### config.mk
export PLATFORM = sky130hd
export DESIGN_NAME = nmea_rmc_time_date_parser
export DESIGN_NICKNAME = d
export VERILOG_FILES = /design/src/rtl/rmc_pkg.sv /design/src/rtl/rmc_parser.sv /design/src/rtl/rmc_skid.sv /design/src/rtl/nmea_rmc_time_date_parser.sv
export SDC_FILE = /design/constraint.sdc
export NUM_CORES = 1
export LEC_CHECK = 0
export BUFFER_PORTS_ARGS = -buffer_cell sky130_fd_sc_hd__buf_2
export CORE_ASPECT_RATIO = 1.1
export CORE_MARGIN = 5
export CORE_UTILIZATION = 30
export DETAILED_ROUTE_END_ITERATION = 8
export GPL_TIMING_DRIVEN = 0
export SYNTH_ARGS = -nofsm -noshare
export SYNTH_HDL_FRONTEND = slang
export SYNTH_HIERARCHICAL = 1
export SYNTH_SLANG_ARGS = --single-unit
export TNS_END_PERCENT = 50
### constraint.sdc
create_clock -name i_clk -period 8.4 [get_ports i_clk]
set_input_delay 2.52 -clock i_clk [delete_from_list [all_inputs] [get_ports i_clk]]
set_output_delay 2.52 -clock i_clk [all_outputs]
set_load 0.1 [all_outputs]
### src/rtl/rmc_pkg.sv
package rmc_pkg;

    localparam logic [7:0] CH_DOLLAR = 8'h24;
    localparam logic [7:0] CH_COMMA  = 8'h2c;
    localparam logic [7:0] CH_A      = 8'h41;
    localparam logic [7:0] CH_ZERO   = 8'h30;
    localparam logic [7:0] CH_NINE   = 8'h39;
    localparam logic [3:0] TAIL_LEN  = 4'd4;

    typedef struct packed {
        logic       sentence_done;
        logic       fix_locked;
        logic [6:0] hour_out;
        logic [6:0] minute_out;
        logic [6:0] second_out;
        logic [6:0] day_out;
        logic [6:0] month_out;
        logic [6:0] year_out;
        logic       capture_valid;
        logic       capture_field;
        logic [3:0] capture_index;
        logic [7:0] capture_char;
    } t_result;

endpackage

### src/rtl/rmc_parser.sv
module rmc_parser #(
    parameter int CAPTURE_DEPTH = 16
) (
    input  logic              i_clk,
    input  logic              i_rst_n,
    input  logic              i_accept,
    input  logic [7:0]        i_rx_byte,
    output rmc_pkg::t_result  o_result
);
    import rmc_pkg::*;

    localparam logic [3:0] PH_IDLE   = 4'd0;
    localparam logic [3:0] PH_FOUND  = 4'd1;
    localparam logic [3:0] PH_TIME   = 4'd2;
    localparam logic [3:0] PH_STATUS = 4'd3;
    localparam logic [3:0] PH_LAT    = 4'd4;
    localparam logic [3:0] PH_LON    = 4'd5;
    localparam logic [3:0] PH_SPEED  = 4'd6;
    localparam logic [3:0] PH_COURSE = 4'd7;
    localparam logic [3:0] PH_DATE   = 4'd8;
    localparam logic [3:0] PH_VAR    = 4'd9;
    localparam logic [3:0] PH_TAIL   = 4'd10;

    localparam int         IDX_LIM_INT = (CAPTURE_DEPTH - 1 > 15) ? 15 : CAPTURE_DEPTH - 1;
    localparam logic [3:0] IDX_LIMIT   = 4'(IDX_LIM_INT);

    // Digits are held as six BCD digits, so the split into pairs needs no divider.
    logic [3:0]       r_phase, n_phase;
    logic             r_inner, n_inner;
    logic [3:0]       r_cnt, n_cnt;
    logic             r_lock, n_lock;
    logic [5:0][3:0]  r_bcd, n_bcd;
    logic             r_ended, n_ended;
    logic [2:0][6:0]  r_time, n_time;
    logic [2:0][6:0]  r_date, n_date;

    logic             is_comma;
    logic             is_digit;
    logic [3:0]       tail_cnt;
    logic             cap;
    logic             fld;
    logic [3:0]       idx;
    logic             done;
    logic [2:0][6:0]  pairs;

    function automatic logic [6:0] bcd_pair(input logic [3:0] hi, input logic [3:0] lo);
        return {hi, 3'b000} + {2'b00, hi, 1'b0} + {3'b000, lo};
    endfunction

    assign is_comma = (i_rx_byte == CH_COMMA);
    assign is_digit = (i_rx_byte >= CH_ZERO) && (i_rx_byte <= CH_NINE);
    assign tail_cnt = r_cnt + 4'd1;

    assign pairs[0] = bcd_pair(r_bcd[5], r_bcd[4]);
    assign pairs[1] = bcd_pair(r_bcd[3], r_bcd[2]);
    assign pairs[2] = bcd_pair(r_bcd[1], r_bcd[0]);

    always_comb begin
        n_phase = r_phase;
        n_inner = r_inner;
        n_cnt   = r_cnt;
        n_lock  = r_lock;
        n_bcd   = r_bcd;
        n_ended = r_ended;
        n_time  = r_time;
        n_date  = r_date;
        cap     = 1'b0;
        fld     = 1'b0;
        idx     = 4'd0;
        done    = 1'b0;
        case (r_phase)
            PH_IDLE: begin
                if (i_rx_byte == CH_DOLLAR) begin
                    n_phase = PH_FOUND;
                end
            end
            PH_FOUND, PH_COURSE: begin
                if (is_comma) begin
                    n_phase = (r_phase == PH_FOUND) ? PH_TIME : PH_DATE;
                    n_bcd   = '0;
                    n_ended = 1'b0;
                end
            end
            PH_TIME, PH_DATE: begin
                if (is_comma) begin
                    n_phase = (r_phase == PH_TIME) ? PH_STATUS : PH_VAR;
                    n_cnt   = 4'd0;
                    n_bcd   = '0;
                    n_ended = 1'b0;
                    if (r_phase == PH_TIME) begin
                        n_time = pairs;
                    end else begin
                        n_date = pairs;
                    end
                end else if (!r_ended && is_digit) begin
                    // A sixth digit already present means the next one would pass 999999.
                    n_bcd = (r_bcd[5] != 4'd0) ? {6{4'd9}} : {r_bcd[4:0], i_rx_byte[3:0]};
                end else begin
                    n_ended = 1'b1;
                end
            end
            PH_STATUS: begin
                if (is_comma && r_lock) begin
                    n_phase = PH_LAT;
                end else if (i_rx_byte == CH_A) begin
                    n_lock = 1'b1;
                end else begin
                    n_lock  = 1'b0;
                    n_phase = PH_IDLE;
                end
            end
            PH_LAT, PH_LON: begin
                if (is_comma && r_inner) begin
                    n_phase = (r_phase == PH_LAT) ? PH_LON : PH_SPEED;
                    n_inner = 1'b0;
                    n_cnt   = 4'd0;
                end else begin
                    if (is_comma) begin
                        n_inner = 1'b1;
                    end
                    cap = 1'b1;
                    fld = (r_phase == PH_LON);
                    idx = r_cnt;
                    if (r_cnt < IDX_LIMIT) begin
                        n_cnt = r_cnt + 4'd1;
                    end
                end
            end
            PH_SPEED: begin
                if (is_comma) begin
                    n_phase = PH_COURSE;
                end
            end
            PH_VAR: begin
                if (is_comma) begin
                    n_phase = PH_TAIL;
                    n_cnt   = 4'd0;
                end
            end
            PH_TAIL: begin
                if (tail_cnt >= TAIL_LEN) begin
                    n_phase = PH_IDLE;
                    n_cnt   = 4'd0;
                    done    = 1'b1;
                end else begin
                    n_cnt = tail_cnt;
                end
            end
            default: begin
                n_phase = PH_IDLE;
            end
        endcase
    end

    always_comb begin
        o_result.sentence_done = done;
        o_result.fix_locked    = n_lock;
        o_result.hour_out      = n_time[0];
        o_result.minute_out    = n_time[1];
        o_result.second_out    = n_time[2];
        o_result.day_out       = n_date[0];
        o_result.month_out     = n_date[1];
        o_result.year_out      = n_date[2];
        o_result.capture_valid = cap;
        o_result.capture_field = fld;
        o_result.capture_index = idx;
        o_result.capture_char  = cap ? i_rx_byte : 8'd0;
    end

    always_ff @(posedge i_clk) begin
        if (!i_rst_n) begin
            r_phase <= PH_IDLE;
            r_inner <= 1'b0;
            r_cnt   <= 4'd0;
            r_lock  <= 1'b0;
            r_bcd   <= '0;
            r_ended <= 1'b0;
            r_time  <= '0;
            r_date  <= '0;
        end else if (i_accept) begin
            r_phase <= n_phase;
            r_inner <= n_inner;
            r_cnt   <= n_cnt;
            r_lock  <= n_lock;
            r_bcd   <= n_bcd;
            r_ended <= n_ended;
            r_time  <= n_time;
            r_date  <= n_date;
        end
    end

    a_done_to_idle: assert property (@(posedge i_clk) disable iff (!i_rst_n)
        (i_accept && o_result.sentence_done) |=> (r_phase == PH_IDLE && r_cnt == 4'd0))
        else $error("sentence end did not return the parser to idle");

    a_index_bounded: assert property (@(posedge i_clk) disable iff (!i_rst_n)
        (r_phase == PH_LAT || r_phase == PH_LON) |-> (r_cnt <= IDX_LIMIT))
        else $error("capture index ran past its limit");

    a_unlock_idle: assert property (@(posedge i_clk) disable iff (!i_rst_n)
        (i_accept && r_phase == PH_STATUS && i_rx_byte != CH_A && !(is_comma && r_lock))
        |=> (!r_lock && r_phase == PH_IDLE))
        else $error("bad status character did not unlock and go idle");

    a_inner_comma: assert property (@(posedge i_clk) disable iff (!i_rst_n)
        (i_accept && o_result.capture_valid && is_comma) |=> r_inner)
        else $error("captured inner comma was not recorded");

endmodule

### src/rtl/rmc_skid.sv
module rmc_skid (
    input  logic              i_clk,
    input  logic              i_rst_n,
    input  logic              i_valid,
    output logic              o_stall,
    input  rmc_pkg::t_result  i_data,
    output logic              o_valid,
    input  logic              i_stall,
    output rmc_pkg::t_result  o_data
);
    import rmc_pkg::*;

    logic    r_main_valid;
    logic    r_skid_valid;
    t_result r_main;
    t_result r_skid;
    logic    push;
    logic    pop;

    assign o_stall = r_skid_valid;
    assign o_valid = r_main_valid;
    assign o_data  = r_main;
    assign push    = i_valid && !r_skid_valid;
    assign pop     = r_main_valid && !i_stall;

    always_ff @(posedge i_clk) begin
        if (!i_rst_n) begin
            r_main_valid <= 1'b0;
            r_skid_valid <= 1'b0;
        end else if (pop || !r_main_valid) begin
            if (r_skid_valid) begin
                r_main_valid <= 1'b1;
                r_skid_valid <= 1'b0;
            end else begin
                r_main_valid <= push;
            end
        end else if (push) begin
            r_skid_valid <= 1'b1;
        end
    end

    // The skid entry is older than any new transaction, so it moves up first.
    always_ff @(posedge i_clk) begin
        if (pop || !r_main_valid) begin
            if (r_skid_valid) begin
                r_main <= r_skid;
            end else if (push) begin
                r_main <= i_data;
            end
        end else if (push) begin
            r_skid <= i_data;
        end
    end

endmodule

### src/rtl/nmea_rmc_time_date_parser.sv
// RMC sentence time/date parser.
// Input channel: one received character per transaction on i_rx_byte, qualified by
// i_valid and held off by o_stall. Output channel: one result per input character on
// o_valid, held off by i_stall. Every accepted character gives exactly one result.
// Each result carries the sentence-done pulse, the current lock flag, the last decoded
// time and date pairs, and, for latitude and longitude characters, the captured byte
// with its field and saturating index.
// Each result is registered into the output buffer, via the skid entry if the receiver
// stalls. Throughput is one character per cycle while o_stall is low; the parser state
// is a single register stage updated by one pass of combinational logic per character.
// A two-entry output buffer lets the input keep flowing while a result waits; when the
// receiver stalls, up to two results are held and then o_stall rises until one drains.
// Synchronous reset returns the parser to idle, clears the lock flag, the digit
// accumulator and the time and date pairs, and empties the output buffer.
module nmea_rmc_time_date_parser #(
    parameter int CAPTURE_DEPTH = 16
) (
    input  logic       i_clk,
    input  logic       i_rst_n,
    input  logic       i_valid,
    output logic       o_stall,
    input  logic [7:0] i_rx_byte,
    output logic       o_valid,
    input  logic       i_stall,
    output logic       o_sentence_done,
    output logic       o_fix_locked,
    output logic [6:0] o_hour_out,
    output logic [6:0] o_minute_out,
    output logic [6:0] o_second_out,
    output logic [6:0] o_day_out,
    output logic [6:0] o_month_out,
    output logic [6:0] o_year_out,
    output logic       o_capture_valid,
    output logic       o_capture_field,
    output logic [3:0] o_capture_index,
    output logic [7:0] o_capture_char
);
    import rmc_pkg::*;

    logic    accept;
    t_result result;
    t_result out_data;

    assign accept = i_valid && !o_stall;

    rmc_parser #(
        .CAPTURE_DEPTH (CAPTURE_DEPTH)
    ) u_parser (
        .i_clk     (i_clk),
        .i_rst_n   (i_rst_n),
        .i_accept  (accept),
        .i_rx_byte (i_rx_byte),
        .o_result  (result)
    );

    rmc_skid u_skid (
        .i_clk   (i_clk),
        .i_rst_n (i_rst_n),
        .i_valid (i_valid),
        .o_stall (o_stall),
        .i_data  (result),
        .o_valid (o_valid),
        .i_stall (i_stall),
        .o_data  (out_data)
    );

    assign o_sentence_done = out_data.sentence_done;
    assign o_fix_locked    = out_data.fix_locked;
    assign o_hour_out      = out_data.hour_out;
    assign o_minute_out    = out_data.minute_out;
    assign o_second_out    = out_data.second_out;
    assign o_day_out       = out_data.day_out;
    assign o_month_out     = out_data.month_out;
    assign o_year_out      = out_data.year_out;
    assign o_capture_valid = out_data.capture_valid;
    assign o_capture_field = out_data.capture_field;
    assign o_capture_index = out_data.capture_index;
    assign o_capture_char  = out_data.capture_char;

endmodule
==> metrics.cfg <==
[synthesis]
synth_area_leaders=edfxtp_1 38%, dfxtp_1 17%, mux2_4 9.6%
synth_edf_count=116
synth_mux_area_frac=0.0994
synth_cell_types=60
syn-num-nets=834
synthCells=794
yosys_warnings=6
synth_seq_area_share=0.559
synth_area_sq_um=9060
synth-main-ff-cell=edfxtp_1
synth_fa_ha_area_frac=0.0436
synth_top_cell_area_share=0.384
yosys.area_share.simple=0.140
ys_ff_latch=195
synth_compound_area_frac=0.0995
synth_top_family_by_area=simple AND/OR/NAND/NOR gates
yosys.area.top_type=edfxtp_1
async_flop_share=0
avgSynthCellArea_sq_um=11.4
synth-xor-area-share=0.0106

[sta]
fin_crit_sh=0.560
skew_ns=0.0108
slew_violations=0
setup_viol=0
fin_crit_ns=4.71
fin_ws_ns=3.69
max_clock_freq_mhz=212
finalHoldViolations=0
tightest_slew_ns=0.770
rsz0062_at_grt=false
max-slew-margin-rel=0.485

[placement]
preCtsSetupSlack_ns=3.28
io_buffers=70
place_congestion=0.820
hpwl_microns=14400

[clock_network]
cts.path.max_buffers=2
clock_latency_ns=0.44
root_buffer=clkbuf_16
postCtsResizedCells=0
cts_buffers=17
cts_tree=yes
cts_max_level=4
hold_buffers=0
post_cts_buffers=0
cts_sinks=195
path_clk_slew_ns=0.07

[route]
post_drt_wl_per_cell_microns=15.4
detail-route-antenna-nets=0
vias=6044
drc=0
vias_per_cell=4.73
initialDrtViolationCount=469
drtPass1Iterations=5
routed_wl_microns=19600

[flow_run]
drv_cap=0

[global_route]
grt_pass1_vias=5940
met1_usage=0.146
grt_start_max_net_pins=32
overflow=0
grtUsageMet3=0.0208
grt.met2_usage=0.205
antenna_found_initial=0
busiest_layer=met2
track_usage=0.118
grt_pass1_wl_microns=31800

[layout]
diodes=0
final_util=0.356
drive_gt1_frac=0.219
final_nets=930
nFillCells=2917
area_growth_pct=16.8

[setup_path]
crit_path_max_fanout=10
crit_type=in -> reg
critPathMaxStageDelay_ns=0.65
cp.arrival_ns=4.89
worst-path-buf-inv=2
r2r-start=u_parser/r_bcd[4]
reg2reg_slack_ns=5.55
cp_slowest_cell=nor3b_1
reg2reg_depth=9
crit_family=simple AND/OR/NAND/NOR gates
required_ns=8.59
cp_cell_sequence=buf_2, nor3b_1, nand4_1, clkbuf_1, nand2_1, o21ai_0, mux2_4
reg2reg_to=u_skid/o_data[41]
cp-start-kind=primary input
endpoint_kind=flip-flop

[power_and_ir_drop]
p_leak_nw=4.02
power_density_nw_per_um2=197
peakVddDrop_uv=140

[status]
status=finished, final reports clean

[die]
die_area_sq_um=33800
die_h_microns=192
die_x_microns=176
initial_core_util=0.305
rows=66
core-area_sq_um=29700
ios=72

[min_path]
min_path_cells=2
hold_path_class=reg -> reg
hold_path_end=u_parser/r_date[0]
hold_start=u_parser/r_date[0]

==> worst max path at each step <==
stage	from	to	slack (ns)	depth (start not counted)
4_1_cts	i_rx_byte[7]	u_skid/o_data[41]	3.75	7
5_1_grt	i_rx_byte[0]	u_skid/o_data[41]	3.56	7
3_5_place_dp	i_rx_byte[7]	u_skid/o_data[41]	3.28	7
6_report	i_rx_byte[7]	u_skid/o_data[41]	3.69	7
3_3_place_gp	i_stall	u_skid/r_skid[36]	-1.12	3
2_1_floorplan	i_stall	u_skid/r_skid[0]	0.91	2
==> power breakdown <==
group          switching (mW)  internal [mW]
Clock                   0.391          0.423
Sequential            0.00743           1.03
Combinational           0.185         0.0494
Total                   0.583           1.51
==> worst register-to-register path: stages, from the launching register on <==
cell and delay [ns]:
dfxtp_1 0.37, inv_1 0.09, fa_1 0.51, fa_1 0.48, inv_1 0.07, a21o_1 0.11, a21oi_1 0.07, xor2_1 0.34
o21ai_0 0.26, mux2_4 0.31
==> cell usage in the layout (no fill, tap or decap), types with 3 or more instances in the layout <==
cell type | netlist | layout
nor4b_1 | 3 | 3
nand2_1 | 137 | 137
a21o_1 | 7 | 7
clkbuf_16 | 0 | 17
edfxtp_1 | 116 | 116
nor2_1 | 68 | 68
nand3_1 | 17 | 17
fa_1 | 6 | 6
inv_8 | 0 | 3
dfxtp_1 | 79 | 79
buf_12 | 6 | 8
buf_6 | 1 | 6
clkbuf_1 | 32 | 32
inv_1 | 29 | 29
a21oi_1 | 61 | 60
a211oi_1 | 9 | 9
xor2_1 | 10 | 10
nand4_1 | 3 | 3
inv_6 | 0 | 4
buf_2 | 6 | 76
buf_4 | 6 | 6
o2bb2ai_1 | 6 | 6
mux2_4 | 58 | 58
mux2i_1 | 3 | 3
o32ai_1 | 6 | 6
nor2b_1 | 5 | 5
and2_1 | 11 | 11
o21a_1 | 8 | 8
ha_1 | 22 | 22
o21ai_0 | 30 | 30
and3_1 | 5 | 5
==> registers in the layout, indices dropped and copies added (netlist names) <==
| name | cells |
|---|---|
| u_parser/r_bcd | 24 |
| u_parser/r_cnt | 4 |
| u_parser/r_date | 21 |
| u_parser/r_ended | 1 |
| u_parser/r_inner | 1 |
| u_parser/r_lock | 1 |
| u_parser/r_phase | 4 |
| u_parser/r_time | 21 |
| u_skid/o_data | 58 |
| u_skid/o_stall | 1 |
| u_skid/o_valid | 1 |
| u_skid/r_skid | 58 |
==> per-stage QoR <==
step                      power (mW)  setup TNS [ns]  hold slack, ns  instances  cell area, sq um
after global routing            2.16               0           0.474       1277             10600
after global placement          1.30          -64.42           0.438       1238              9880
after floorplan                 1.25               0           0.432        794              9060
after detailed placement        1.30               0           0.445       1245              9990
final                           2.09               0           0.455       1277             10600
after CTS                       2.11               0           0.455       1277             10600
==> logic make-up (layout without fill, tap and decap cells) <==
group           Yosys count  after routing
xor+xnor                 11             11
flops                   195            195
simple gates            275            275
mux                      61             61
compound gates          144            144
buf+inv                  80            189
fa+ha+maj                28             28
==> routing by layer <==
layer | wire length (microns) | up-vias
met5 | 0 | -
met1 | 8700 | 2898
met2 | 9770 | 116
met4 | 532 | 0
li1 | - | 3000
met3 | 607 | 30
==> Yosys cell counts, types with 5 or more instances <==
cell type,n
nor2_1,68
edfxtp_1,116
o21a_1,8
ha_1,22
fa_1,6
o21ai_0,30
buf_12,6
mux2_4,58
and3_1,5
o2bb2ai_1,6
nand2_1,137
a211oi_1,9
xor2_1,10
o32ai_1,6
nand3_1,17
a21o_1,7
dfxtp_1,79
buf_2,6
and2_1,11
clkbuf_1,32
a21oi_1,61
nor2b_1,5
buf_4,6
inv_1,29
==> cell type report <==
type                            instances  area (sq um)  area share
Buffer                                 51           327      0.0309
Sequential cell                       195          5060       0.478
Clock inverter                         15           166      0.0157
Timing Repair Buffer                   77           447      0.0422
Multi-Input combinational cell        519          3580       0.338
Inverter                               29           109      0.0103
Clock buffer                           17           425      0.0402
Tap cell                              374           468      0.0442
Power figures use the tool's default switching activity.
